<file path="config.mk">
export PLATFORM = sky130hd
export DESIGN_NAME = rie_front
export DESIGN_NICKNAME = d
export VERILOG_FILES = /design/src/rtl/rie_pkg.sv /design/src/rtl/rie_front.sv
export SDC_FILE = /design/constraint.sdc
export NUM_CORES = 1
export LEC_CHECK = 0
export BUFFER_PORTS_ARGS = -buffer_cell sky130_fd_sc_hd__buf_4
export CAP_MARGIN = 10
export CORE_ASPECT_RATIO = 0.8
export CORE_MARGIN = 10
export CORE_UTILIZATION = 50
export DETAILED_ROUTE_END_ITERATION = 6
export GPL_TIMING_DRIVEN = 0
export PLACE_DENSITY_LB_ADDON = 0.25
export SLEW_MARGIN = 20
export SYNTH_ARGS = -nofsm -noshare
export SYNTH_HDL_FRONTEND = slang
export SYNTH_SLANG_ARGS = --single-unit
</file>
<file path="constraint.sdc">
create_clock -name clk -period 4.8 [get_ports clk]
set_input_delay 1.44 -clock clk [delete_from_list [all_inputs] [get_ports clk]]
set_output_delay 1.44 -clock clk [all_outputs]
set_load 0.02 [all_outputs]
</file>
<file path="src/rtl/rie_pkg.sv">
// Shared types, opcode codes and status codes for the integer execute unit.
// No dependencies.
package rie_pkg;

	typedef enum logic [2:0] {
		ST_CONTINUE = 3'd0,
		ST_DONE     = 3'd1,
		ST_SYSCALL  = 3'd2,
		ST_COP2     = 3'd3,
		ST_UNSUP    = 3'd4
	} status_t;

	localparam logic [5:0] OP_SPECIAL = 6'h00;
	localparam logic [5:0] OP_REGIMM  = 6'h01;
	localparam logic [5:0] OP_J       = 6'h02;
	localparam logic [5:0] OP_JAL     = 6'h03;
	localparam logic [5:0] OP_BEQ     = 6'h04;
	localparam logic [5:0] OP_BNE     = 6'h05;
	localparam logic [5:0] OP_BLEZ    = 6'h06;
	localparam logic [5:0] OP_BGTZ    = 6'h07;
	localparam logic [5:0] OP_ADDI    = 6'h08;
	localparam logic [5:0] OP_ADDIU   = 6'h09;
	localparam logic [5:0] OP_SLTI    = 6'h0A;
	localparam logic [5:0] OP_SLTIU   = 6'h0B;
	localparam logic [5:0] OP_ANDI    = 6'h0C;
	localparam logic [5:0] OP_ORI     = 6'h0D;
	localparam logic [5:0] OP_XORI    = 6'h0E;
	localparam logic [5:0] OP_LUI     = 6'h0F;
	localparam logic [5:0] OP_COP0    = 6'h10;
	localparam logic [5:0] OP_COP2    = 6'h12;
	localparam logic [5:0] OP_CACHE   = 6'h2F;

	localparam logic [5:0] FN_SLL     = 6'h00;
	localparam logic [5:0] FN_SRL     = 6'h02;
	localparam logic [5:0] FN_SRA     = 6'h03;
	localparam logic [5:0] FN_SLLV    = 6'h04;
	localparam logic [5:0] FN_SRLV    = 6'h06;
	localparam logic [5:0] FN_SRAV    = 6'h07;
	localparam logic [5:0] FN_JR      = 6'h08;
	localparam logic [5:0] FN_JALR    = 6'h09;
	localparam logic [5:0] FN_SYSCALL = 6'h0C;
	localparam logic [5:0] FN_SYNC    = 6'h0F;
	localparam logic [5:0] FN_MFHI    = 6'h10;
	localparam logic [5:0] FN_MTHI    = 6'h11;
	localparam logic [5:0] FN_MFLO    = 6'h12;
	localparam logic [5:0] FN_MTLO    = 6'h13;
	localparam logic [5:0] FN_MULT    = 6'h18;
	localparam logic [5:0] FN_MULTU   = 6'h19;
	localparam logic [5:0] FN_DIV     = 6'h1A;
	localparam logic [5:0] FN_DIVU    = 6'h1B;
	localparam logic [5:0] FN_ADD     = 6'h20;
	localparam logic [5:0] FN_ADDU    = 6'h21;
	localparam logic [5:0] FN_SUB     = 6'h22;
	localparam logic [5:0] FN_SUBU    = 6'h23;
	localparam logic [5:0] FN_AND     = 6'h24;
	localparam logic [5:0] FN_OR      = 6'h25;
	localparam logic [5:0] FN_XOR     = 6'h26;
	localparam logic [5:0] FN_NOR     = 6'h27;
	localparam logic [5:0] FN_SLT     = 6'h2A;
	localparam logic [5:0] FN_SLTU    = 6'h2B;

	localparam logic [4:0] RS_MF    = 5'h00;
	localparam logic [4:0] RS_MT    = 5'h04;
	localparam logic [4:0] RS_CO    = 5'h10;
	localparam logic [4:0] RT_BLTZ   = 5'h00;
	localparam logic [4:0] RT_BGEZ   = 5'h01;
	localparam logic [4:0] RT_BLTZAL = 5'h10;
	localparam logic [4:0] RT_BGEZAL = 5'h11;
	localparam logic [4:0] REG_RA   = 5'd31;
	localparam logic [4:0] CP0_SR   = 5'd12;
	localparam logic [5:0] FN_RFE   = 6'h10;

	localparam int QDEPTH = 2;

	typedef struct packed {
		logic [31:0] instr_word;
		logic [31:0] instr_pc;
	} in_word_t;

	typedef struct packed {
		logic [2:0]  status;
		logic [31:0] next_pc;
		logic        reg_write;
		logic [4:0]  reg_index;
		logic [31:0] reg_value;
	} out_word_t;

	// classification carried from the front part to the back part
	typedef struct packed {
		logic        transfer;
		logic        is_mul;
		logic        is_div;
		logic        div_signed;
		logic [31:0] word;
		logic [31:0] pc;
	} dec_word_t;

	function automatic logic is_transfer(input logic [31:0] w);
		logic [5:0] op;
		op = w[31:26];
		return (op >= OP_REGIMM && op <= OP_BGTZ) ||
			(op == OP_SPECIAL && (w[5:0] == FN_JR || w[5:0] == FN_JALR));
	endfunction

	function automatic logic [31:0] sext16(input logic [15:0] v);
		return {{16{v[15]}}, v};
	endfunction

endpackage

</file>
<file path="src/rtl/rie_front.sv">
// Front part: accepts instruction words, classifies them, feeds a short queue.
// Depends on rie_pkg.
module rie_front import rie_pkg::*; (
	input  logic      clk,
	input  logic      arst_n,
	input  logic      push,
	output logic      full,
	input  in_word_t  in_data,
	output logic      q_valid,
	input  logic      q_take,
	output dec_word_t q_data
);

	localparam int PW = $clog2(QDEPTH);

	dec_word_t        mem_q [QDEPTH];
	logic [PW-1:0]    wp_q, rp_q;
	logic [PW:0]      cnt_q;
	dec_word_t        dec;
	logic             do_push, do_pop;

	// classify the incoming word
	always_comb begin
		dec.word       = in_data.instr_word;
		dec.pc         = in_data.instr_pc;
		dec.transfer   = is_transfer(in_data.instr_word);
		dec.is_mul     = in_data.instr_word[31:26] == OP_SPECIAL &&
			(in_data.instr_word[5:0] == FN_MULT || in_data.instr_word[5:0] == FN_MULTU);
		dec.is_div     = in_data.instr_word[31:26] == OP_SPECIAL &&
			(in_data.instr_word[5:0] == FN_DIV || in_data.instr_word[5:0] == FN_DIVU);
		dec.div_signed = in_data.instr_word[5:0] == FN_DIV ||
			in_data.instr_word[5:0] == FN_MULT;
	end

	assign full    = cnt_q == (PW+1)'(QDEPTH);
	assign q_valid = cnt_q != '0;
	assign q_data  = mem_q[rp_q];
	assign do_push = push && !full;
	assign do_pop  = q_take && q_valid;

	always_ff @(posedge clk) begin
		if (do_push) begin
			mem_q[wp_q] <= dec;
		end
	end

	// queue pointers
	always_ff @(posedge clk or negedge arst_n) begin
		if (!arst_n) begin
			wp_q  <= '0;
			rp_q  <= '0;
			cnt_q <= '0;
		end else begin
			if (do_push) wp_q <= wp_q + 1'b1;
			if (do_pop)  rp_q <= rp_q + 1'b1;
			cnt_q <= cnt_q + (PW+1)'(do_push) - (PW+1)'(do_pop);
		end
	end

endmodule

</file>
After elaboration in Yosys (flattened, before gate mapping)
Memories as Yosys holds them, arrays and structs flattened.
Index checks and enable logic that the tools add are counted.
{"block": "totals", "romBits": 0, "n_memories": 1, "register_bits": 4, "out_inout_bits": 70, "word_cells": 33, "latch_bits": 0, "ram_bits": 136}
{"block": "classes", "shift": 0, "reduce_logical": 14, "n_eq_ne": 7, "magnitude_cmp": 2, "n_mul": 0, "n_div": 0, "n_mux": 2, "bitwise_logic": 0, "addsub": 4}
{"memory": "mem_q", "words": 2, "word_bits": 68, "rd": 1, "rd_clocked_by_memory_dff": 0, "write_ports": 1, "line_no": "rie_front.sv:16", "source": "dec_word_t mem_q [QDEPTH];"}
{"op": "equality test 6 x 5 -> 1 bit (second input constant)", "count": 4}
{"op": "equality test 6 x 4 -> 1 bit (second input constant)", "count": 2}
{"op": "greater-or-equal comparator 6 x 1 -> 1 bit (second input constant)", "count": 1}
{"op": "less-or-equal comparator 6 x 3 -> 1 bit (second input constant)", "count": 1}
{"op": "logical AND 1 bit", "count": 6}
{"op": "zero test 6 bit", "count": 1}
{"op": "logical OR 1 bit", "count": 5}
{"op": "adder 1 bit (second input constant)", "count": 2}
{"op": "adder 2 x 1 -> 2 bit", "count": 1}
{"op": "equality test 2 bit (second input constant)", "count": 1}
{"op": "two-way mux 1 bit", "count": 2}
{"op": "nonzero test 2 bit", "count": 1}
{"op": "subtractor 2 x 1 -> 2 bit", "count": 1}
{"op": "zero test 1 bit", "count": 1}

Depth between registers and ports, before layout
Gate-level depths: netlist of the first run.
{"block": "depth", "word_depth": 5, "depth_mapped": 7, "depth_no_buf": 7}

Worst setup path after synthesis of the first run
Ideal clock, no wire load.
{"block": "synth_timing", "kind": "input to register", "startpoint": "input port push", "endpoint": "memory mem_q[0][0] (netlist name), enable pin", "t_required_ns": 4.306, "t_arrival_ns": 4.375, "n_path_buf": 0, "setup_time_ns": 0.494, "path_stages": 2, "setup_slack_ns": -0.070, "path_cell_list": "nand2_1 > nor2_1"}
{"block": "synth_between", "elab_chain_len": 3}
{"item": "from (decl)", "line_no": "rie_front.sv:6", "source": "input logic push,"}
{"item": "logical AND 1 bit", "line_no": "rie_front.sv:38", "source": "assign do_push = push && !full;"}
{"item": "two-way mux 1 bit", "line_no": "rie_front.sv:42", "source": "if (do_push) begin"}
{"item": "two-way mux 1 bit (implied by the code)", "line_no": "rie_front.sv:43", "source": "mem_q[wp_q] <= dec;"}
{"item": "to (decl)", "line_no": "rie_front.sv:16"}
Every way passes these cells.

==> run summary, run 1 <==
Yosys top cell by area: edfxtp_1
top cells by area, synth: edfxtp_1 78%, mux2_2 13%, mux2_4 2.9%, dfrtp_1 1.9%, xnor2_1 0.50%
count of final setup violators: 0
die area: 14,900 µm²
Final period util: 0.654
Post-Syn Nets: 311
clk_skew: 4.31 ps
peak supply drop: 430 µV
fin. max-slew vios: 0
Synth top area share: 0.783
Clock Pin Slew Worst Setup and Hold Paths: 60 ps
final WL: 10.4 mm
DRT antenna net count: 0
slew margin rel.: 0.473
worst-path fanout max: 10
share of layout cells above drive strength 1: 0.600
Congestion Overflow GR: 0
Die Y: 111 µm
TritonCTS clock tree: done
Starting Density: 0.511
CTS buffer count: 17
worst-margin pin slew: 789 ps
IO Port Bufs: 137
placer congestion estimate: 0.657
Crit path arrival time: 1700 ps
Ports: 138
drt wl/cell: 18.9 µm
largest net degree at the start of global routing: 39
register area share after synthesis: 0.802
critical path type: reg -> out
Layout Nets: 470
antenna cells: 0
Die Width: 134 µm
Worst Hold Class: reg -> reg
residual DRC count: 0
Unique masters post-synth: 22
Avg Cell Area, Syn: 21.6 µm²
startpoint types: register
CTS root buf: clkbuf_16
Placed Cells: 521
Syn. warnings: 0
CTS max path bufs: 2
Worst Path Required: 3360 ps
H-tree Lvls: 4
pwr dens: 657 nW/µm²
number of global-route vias before repair: 3,063
fin worst setup slack: 1660 ps
Total Routing Usage GR: 0.142
Overall Power: 4.65 mW
antenna violations before repair: 0
total of fill cells in the finished design: 713
FMAX: 319 MHz
Setup TNS: 0 ps
Synth Register Bits: 140
Netlist Area Pre-Place: 5210 µm²
Vias/cell: 4.86
final std cells w/o fill: 552
Setup crit end kind: output pin
RSZ-0062 raised after global routing: false
first drt pass iteration count: 5
run status: finished clean
fin util: 0.694
# Post-CTS Setup Buffers: 0
Leakage: 2.71 nW
via count: 2,682
Clock Latency Late Sink: 410 ps
DP Wirelength: 7.31 mm
DRT iter0 DRCs: 105
CTS Sinks: 140
max-cap violations: 0
Mapped Cells: 241
final hold viol count: 0
row cnt: 33
hold-fix buffers at CTS: 0
CTS resizes: 0
Tmin final: 3140 ps
Area Overhead vs Synth: 35.7%
Placement Setup Slack: 1900 ps
first-pass GRT wire length: 16.1 mm
core area: 10,200 µm²
==> cells in the mapped netlist <==
cell        n
nor3_1      2
o41ai_1     1
ha_1        2
and3_1      1
xor2_1      1
nand2_1     1
dfrtp_1     4
inv_1       3
nand2b_1    2
nor4bb_1    1
buf_6       2
nand3_1     1
mux2_2     58
buf_8       1
nor2_1      3
or2_2       1
mux2_4     10
nor2b_1     1
xnor2_1     3
edfxtp_1  136
and2_1      2
buf_2       5
==> per-layer routing <==
metal,wire [µm],GRT usage,vias up
li1,-,-,1270
met1,4130,0.156,1296
met2,5070,0.223,104
met3,1100,0.0831,12
met4,121,0.0565,0
met5,0,0,-
==> cell usage in the layout, fill, tap and decap left out, types with 3 or more instances in the layout <==
| cell type | n |
|---|---|
| bufinv_16 | 3 |
| clkinv_2 | 4 |
| dfrtp_1 | 4 |
| buf_2 | 5 |
| mux2_2 | 58 |
| inv_1 | 3 |
| xnor2_1 | 3 |
| mux2_4 | 10 |
| edfxtp_1 | 136 |
| clkbuf_16 | 17 |
| buf_4 | 137 |
| clkinv_1 | 3 |
==> path summary, 6_finish.rpt <==
check                           startpoint           end  slack [ps]  depth (start not counted)
worst min register to register    cnt_q[1]      cnt_q[1]         490                          1
min in group asynchronous           arst_n      cnt_q[1]         810                          1
worst max-delay path                  rp_q    q_data[27]        1660                          4
max in group asynchronous           arst_n          wp_q        3890                          1
worst max register to register    cnt_q[1]  mem_q[0][36]        2930                          4
worst min-delay path              cnt_q[1]      cnt_q[1]         490                          1
==> cell type report <==
cell class | count | area, µm² | area share
Tap cell | 140 | 175 | 0.0248
Clock inverter | 14 | 154 | 0.0217
Inverter | 3 | 11.3 | 0.00159
Clock buffer | 17 | 425 | 0.0601
Sequential cell | 140 | 4180 | 0.591
Buffer | 8 | 62.6 | 0.00884
Timing Repair Buffer | 140 | 1100 | 0.155
Multi-Input combinational cell | 90 | 968 | 0.137
==> logic make-up after synthesis <==
| logic type | count (synthesis) | share of synthesized area |
|---|---|---|
| DFF | 140 | 0.802 |
| and+or+nand+nor | 15 | 0.0161 |
| adders and majority gates | 2 | 0.00480 |
| AOI/OAI and AO/OA | 1 | 0.00168 |
| xor gates and xnor gates | 4 | 0.00672 |
| buffers and inverters | 11 | 0.0142 |
| muxes | 68 | 0.154 |
==> sequential cells by signal, indices dropped and copies added (netlist names) <==
name   count
wp_q       1
cnt_q      2
mem_q    136
rp_q       1
==> critical path, cell delays in order (launching register included) <==
cell     delay [ps]
dfrtp_1         340
buf_6           130
buf_2           260
mux2_2          390
buf_4           160
==> per-stage QoR <==
stage          hold slack [ps]  area (µm²)
6_report                   492        7080
3_3_place_gp               476        6420
3_5_place_dp               482        6500
5_1_grt                    509        7080
4_1_cts                    495        7080
2_1_floorplan              460        5220
==> report_power, final <==
group	total, mW	switching [mW]	internal [mW]
registers	1.74	0.0651	1.67
clock network	1.27	0.465	0.804
logic	1.64	0.878	0.762
(Power assumes the default switching activity.)
==> inputs of run 2 (changes only) <==
ABC_AREA = 1   (was not set)
clock period = 3.1 ns   (was 4.8 ns; I/O delays follow)
==> run summary, run 2 <==
run status: finished clean (unchanged)
critical path type: reg -> out (unchanged)
crit path buf inv count: 4 (was 3)
register area share after synthesis: 0.791 (was 0.802)
CTS Sinks: 140 (unchanged)
Synth Register Bits: 140 (unchanged)
residual DRC count: 0 (unchanged)
fin. max-slew vios: 0 (unchanged)
CTS root buf: clkbuf_16 (unchanged)
CTS resizes: 0 (unchanged)
Ports: 138 (unchanged)
DRT antenna net count: 0 (unchanged)
Crit path arrival time: 1580 ps (was 1700 ps)
most common cell in the netlist: nand2_1 (was edfxtp_1)
Congestion Overflow GR: 0 (unchanged)
top post-synthesis cells by count: 216 x nand2_1, 136 x edfxtp_1, 13 x nor2_1, 12 x inv_1, 9 x buf_2 (was 136 x edfxtp_1, 58 x mux2_2, 10 x mux2_4, 5 x buf_2, 4 x dfrtp_1)
commonest non-fill, non-tap cell in the layout: nand2_1 (was buf_4)
largest reg by FF count: mem_q (unchanged)
Syn. warnings: 0 (unchanged)
first drt pass iteration count: 5 (unchanged)
Yosys top cell by area: edfxtp_1 (unchanged)
CTS buffer count: 17 (unchanged)
H-tree Lvls: 4 (unchanged)
Post-synth EDFFs: 136 (unchanged)
worst-margin pin slew: 770 ps (was 789 ps)
core area: 10,300 µm² (was 10,200 µm²)
Clock Latency Late Sink: 410 ps (about the same)
DP Wirelength: 8.48 mm (was 7.31 mm)
final WL: 12.0 mm (was 10.4 mm)
Placed Cells: 691 (was 521)
max-cap violations: 0 (unchanged)
largest net degree at the start of global routing: 26 (was 39)
Async S/R FF share, synth: 0.0286 (unchanged)
Tmin final: 2510 ps
FMAX: 399 MHz
worst-path fanout max: 10 (unchanged)
Overall Power: 7.73 mW (was 4.65 mW)
antenna cells: 0 (unchanged)
final std cells w/o fill: 723 (was 552)
Die Y: 112 µm (was 111 µm)
DRT iter0 DRCs: 239 (was 105)
Synth Flop Type: edfxtp_1 (unchanged)
total of fill cells in the finished design: 737 (was 713)
Layout Nets: 640 (was 470)
crit-path leading delay family: buffers and inverters (unchanged)
Crit Reg-Reg Startpoint: cnt_q[1] (unchanged)
fin util: 0.706 (was 0.694)
CP cell instances: buf_4 -> inv_4 -> buf_2 -> nand2_1 -> nand2_1 -> buf_4 (was buf_6 -> buf_2 -> mux2_2 -> buf_4)
TritonCTS clock tree: done (unchanged)
row cnt: 33 (unchanged)
slew margin rel.: 0.485 (was 0.473)
peak supply drop: 606 µV (was 430 µV)
WHS: 306 ps (was 492 ps)
Unique masters post-synth: 16 (was 22)
final hold viol count: 0 (unchanged)
top cells by area, synth: edfxtp_1 77%, nand2_1 15%, dfrtp_1 1.9%, nor2_1 0.92%, buf_2 0.85% (was edfxtp_1 78%, mux2_2 13%, mux2_4 2.9%, dfrtp_1 1.9%, xnor2_1 0.50%)
via count: 3,480 (was 2,682)
Synth top area share: 0.772 (was 0.783)
pwr dens: 1060 nW/µm² (was 657 nW/µm²)
Total Routing Usage GR: 0.161 (was 0.142)
max reg flops: 136 (unchanged)
count of final setup violators: 0 (unchanged)
drt wl/cell: 16.6 µm (was 18.9 µm)
CTS max path bufs: 2 (unchanged)
largest registers: mem_q: 136 flops, cnt_q: 2 flops (unchanged)
die area: 15,100 µm² (was 14,900 µm²)
first-pass GRT wire length: 18.7 mm (was 16.1 mm)
IO Port Bufs: 137 (unchanged)
# Post-CTS Setup Buffers: 0 (unchanged)
Slowest cell on crit path: dfrtp_1 (was mux2_2)
Final period util: 0.809
Leakage: 3.15 nW (was 2.71 nW)
Worst Path Required: 2170 ps (was 3360 ps)
Starting Density: 0.514 (was 0.511)
most frequent cells in the layout: 216 x nand2_1, 140 x buf_4, 136 x edfxtp_1 (was 137 x buf_4, 136 x edfxtp_1, 58 x mux2_2)
Setup crit end kind: output pin (unchanged)
Area Overhead vs Synth: 37.2% (was 35.7%)
startpoint types: register (unchanged)
antenna violations before repair: 0 (unchanged)
clk_skew: 7.38 ps (was 4.31 ps)
origin of the worst setup path: rp_q (unchanged)
share of layout cells above drive strength 1: 0.328 (was 0.600)
Worst Hold Class: in -> async (was reg -> reg)
Die Width: 135 µm (was 134 µm)
Post-Syn Nets: 479 (was 311)
Vias/cell: 4.81 (was 4.86)
hold-fix buffers at CTS: 0 (unchanged)
placer congestion estimate: 0.773 (was 0.657)
Clock Pin Slew Worst Setup and Hold Paths: 60 ps (about the same)
Netlist Area Pre-Place: 5290 µm² (was 5210 µm²)
Avg Cell Area, Syn: 12.9 µm² (was 21.6 µm²)
number of global-route vias before repair: 3,703 (was 3,063)
Mapped Cells: 409 (was 241)
crit-path max cell delay: 350 ps (was 390 ps)
RSZ-0062 raised after global routing: false (unchanged)
[run 2: layout make-up]
type / instances / area [µm²] / share of cell area
clock inverters: 11 / 169 / 0.0233
plain buffers: 15 / 101 / 0.0140
repair buffers: 142 / 1160 / 0.160
clock buffers: 21 / 450 / 0.0621
multi-input cells: 241 / 966 / 0.133
flip-flops and latches: 140 / 4180 / 0.577
well taps: 140 / 175 / 0.0241
inverters: 13 / 51.3 / 0.00707
[run 2: per-layer routing]
metal,track usage,vias to the layer above,routed length (µm),part of all wire
met5,0,-,0,0
met1,0.186,1642,5000,0.42
met2,0.252,140,5690,0.47
met3,0.0800,12,1150,0.096
li1,-,1686,-,-
met4,0.0659,0,144,0.012
[run 2: per-stage QoR]
step | TNS, ps | setup slack (ps) | cell area [µm²]
after detailed placement | 0 | 540 | 6640
after global routing | 0 | 490 | 7260
after floorplan | 0 | 636 | 5300
after CTS | 0 | 561 | 7260
after global placement | -4080 | -52.4 | 6510
final | 0 | 591 | 7260
[run 2: worst paths after layout]
| check | end | slack [ps] | depth (start not counted) |
|---|---|---|---|
| hold reg to reg | wp_q | 560 | 2 |
| hold / removal | wp_q | 310 | 1 |
| setup / recovery | q_data[47] | 590 | 6 |
| min in group clk | wp_q | 560 | 2 |
| max in group asynchronous | cnt_q[1] | 2690 | 1 |
| setup reg to reg | mem_q[1][32] | 1050 | 5 |
[run 2: cells by family (layout without fill, tap and decap cells)]
| logic type | count (synthesis) | in the layout | synth area share |
|---|---|---|---|
| and+or+nand+nor | 235 | 235 | 0.168 |
| DFF | 140 | 140 | 0.791 |
| buffers and inverters | 28 | 202 | 0.0289 |
| xor gates and xnor gates | 3 | 3 | 0.00497 |
| adders and majority gates | 2 | 2 | 0.00473 |
| AOI/OAI and AO/OA | 1 | 1 | 0.00166 |
[run 2: worst register-to-register path, cell delays in order, from the launching register on]
cell     delay (ps)
dfrtp_1         410
inv_1           130
o21ai_2         130
nor2_4          610
buf_16          260
buf_12          200
[run 2: power breakdown]
part / total (mW) / leakage, nW / switching [mW] / internal, mW
Clock: 2.09 / 0.301 / 0.726 / 1.37
Sequential: 2.69 / 1.31 / 0.109 / 2.58
Combinational: 2.94 / 1.53 / 1.83 / 1.11
Total: 7.73 / 3.15 / 2.67 / 5.06
==> inputs of run 3 (changes only) <==
CORE_UTILIZATION = 47   (was 50)
clock period = 2.3 ns   (was 3.1 ns; I/O delays follow)
==> run summary, run 3 (same netlist as run 2, synthesis figures left out) <==
H-tree Lvls: 4 (unchanged)
CTS max path bufs: 2 (unchanged)
Clock Latency Late Sink: 410 ps (about the same)
origin of the worst setup path: rp_q (unchanged)
final instance area: 7320 µm² (was 7260 µm²)
Leakage: 3.17 nW (was 3.15 nW)
share of layout cells above drive strength 1: 0.326 (was 0.328)
Reg area: 4180 µm² (unchanged)
number of global-route vias before repair: 3,536 (was 3,703)
fin. max-slew vios: 0 (unchanged)
critical path type: reg -> out (unchanged)
crit path buf inv count: 4 (unchanged)
Slowest cell on crit path: dfrtp_1 (unchanged)
# Post-CTS Setup Buffers: 0 (unchanged)
run status: finished clean (unchanged)
drt wl/cell: 16.1 µm (was 16.6 µm)
Crit Reg-Reg Startpoint: cnt_q[1] (unchanged)
Worst Path Required: 1610 ps (was 2170 ps)
largest reg by FF count: mem_q (unchanged)
RSZ-0062 raised after global routing: true (was false)
most frequent cells in the layout: 216 x nand2_1, 138 x buf_4, 136 x edfxtp_1 (was 216 x nand2_1, 140 x buf_4, 136 x edfxtp_1)
Die Width: 139 µm (was 135 µm)
final hold viol count: 0 (unchanged)
Tmin final: 2220 ps
Ports: 138 (unchanged)
peak supply drop: 969 µV (was 606 µV)
startpoint types: register (unchanged)
worst-margin pin slew: 521 ps (was 770 ps)
total of fill cells in the finished design: 790 (was 737)
fin util: 0.669 (was 0.706)
Final period util: 0.963
placer congestion estimate: 0.750 (was 0.773)
pwr dens: 1440 nW/µm² (was 1060 nW/µm²)
residual DRC count: 0 (unchanged)
Congestion Overflow GR: 0 (unchanged)
largest registers: mem_q: 136 flops, cnt_q: 2 flops (unchanged)
DP Area: 6680 µm² (was 6640 µm²)
CTS buffer count: 17 (unchanged)
Worst R2R End: mem_q[1][29] (was mem_q[1][32])
count of final setup violators: 0 (unchanged)
crit-path leading delay family: buffers and inverters (unchanged)
FMAX: 451 MHz
Starting Density: 0.484 (was 0.514)
CP cell instances: buf_4 -> inv_4 -> clkbuf_4 -> nand2_1 -> nand2_1 -> buf_4 (was buf_4 -> inv_4 -> buf_2 -> nand2_1 -> nand2_1 -> buf_4)
max reg flops: 136 (unchanged)
WHS: 67.0 ps (was 306 ps)
antenna cells: 0 (unchanged)
via count: 3,425 (was 3,480)
Total Routing Usage GR: 0.146 (was 0.161)
first drt pass iteration count: 5 (unchanged)
clk_skew: 5.12 ps (was 7.38 ps)
slew margin rel.: 0.652 (was 0.485)
DRT iter0 DRCs: 183 (was 239)
Crit path arrival time: 1530 ps (was 1580 ps)
Setup TNS: 0 ps (unchanged)
crit-path max cell delay: 360 ps (was 350 ps)
Worst Hold Class: in -> async (unchanged)
CTS Sinks: 140 (unchanged)
die area: 15,900 µm² (was 15,100 µm²)
Layout Nets: 640 (unchanged)
Clock Pin Slew Worst Setup and Hold Paths: 60 ps (about the same)
final WL: 11.7 mm (was 12.0 mm)
CTS root buf: clkbuf_16 (unchanged)
commonest non-fill, non-tap cell in the layout: nand2_1 (unchanged)
Placed Cells: 696 (was 691)
IO Port Bufs: 137 (unchanged)
core area: 10,900 µm² (was 10,300 µm²)
multi-input logic area: 966 µm² (unchanged)
first-pass GRT wire length: 18.1 mm (was 18.7 mm)
DRT antenna net count: 0 (unchanged)
max-cap violations: 0 (unchanged)
FF-to-FF path depth: 5 (unchanged)
antenna violations before repair: 0 (unchanged)
final std cells w/o fill: 727 (was 723)
DP Wirelength: 8.30 mm (was 8.48 mm)
worst-path fanout max: 10 (unchanged)
Area Overhead vs Synth: 38.4% (was 37.2%)
Vias/cell: 4.71 (was 4.81)
row cnt: 34 (was 33)
Die Y: 115 µm (was 112 µm)
largest net degree at the start of global routing: 24 (was 26)
R2R setup slack: 480 ps (was 1050 ps)
TritonCTS clock tree: done (unchanged)
Setup crit end kind: output pin (unchanged)
[run 3: cell types whose count changed in the layout (fill, tap and decap cells not counted), sizes merged]
cell      change
buf           -5
bufinv        +1
clkbuf        +4
clkinvlp      -1
clkinv        +1
[run 3: timing repair]
item,in CTS,in global routing
gates resized for setup,0,7
hold buffers,0,0
endpoints found under the setup margin,2,45
[run 3: worst max path at each step]
stage                        end  slack (ps)  depth (start not counted)
floorplan            mem_q[0][0]          80                          2
global placement    mem_q[0][53]        -610                          3
detailed placement  mem_q[1][44]         220                          5
CTS                   q_data[36]          30                          6
global route           q_data[6]         -20                          6
finish                q_data[52]          80                          6
[run 3: final cells by class]
| cell class | instances | area share |
|---|---|---|
| buffer | 14 | 0.0150 |
| inverter | 13 | 0.00701 |
| timing repair buffer | 143 | 0.163 |
| tap | 144 | 0.0246 |
| sequential | 140 | 0.572 |
| multi-input combinational | 241 | 0.132 |
| clock buffer | 20 | 0.0597 |
| clock inverter | 12 | 0.0267 |
[run 3: power breakdown]
part           total [mW]  leakage, nW  switching (mW)  internal (mW)
clock                2.89        0.309           0.971           1.92
combinational        4.01         1.55            2.46           1.55
sequential           3.62         1.31           0.143           3.48
total                10.5         3.17            3.58           6.94
[run 3: layer usage]
layer  part of all wire  up-vias  wire length, µm  global-route usage
li1                   -     1686                -                   -
met1               0.41     1605             4790               0.164
met2               0.47      119             5480               0.234
met3               0.11       15             1280              0.0766
met4              0.014        0              159              0.0575
met5                  0        -                0                   0
[run 3: per-stage QoR]
stage | total power, mW | setup WS [ps]
after global placement | 7.48 | -609
after CTS | 10.6 | 25.3
after floorplan | 5.85 | 76.0
after detailed placement | 7.74 | 223
final | 10.5 | 84.8
after global routing | 11.1 | -23.8
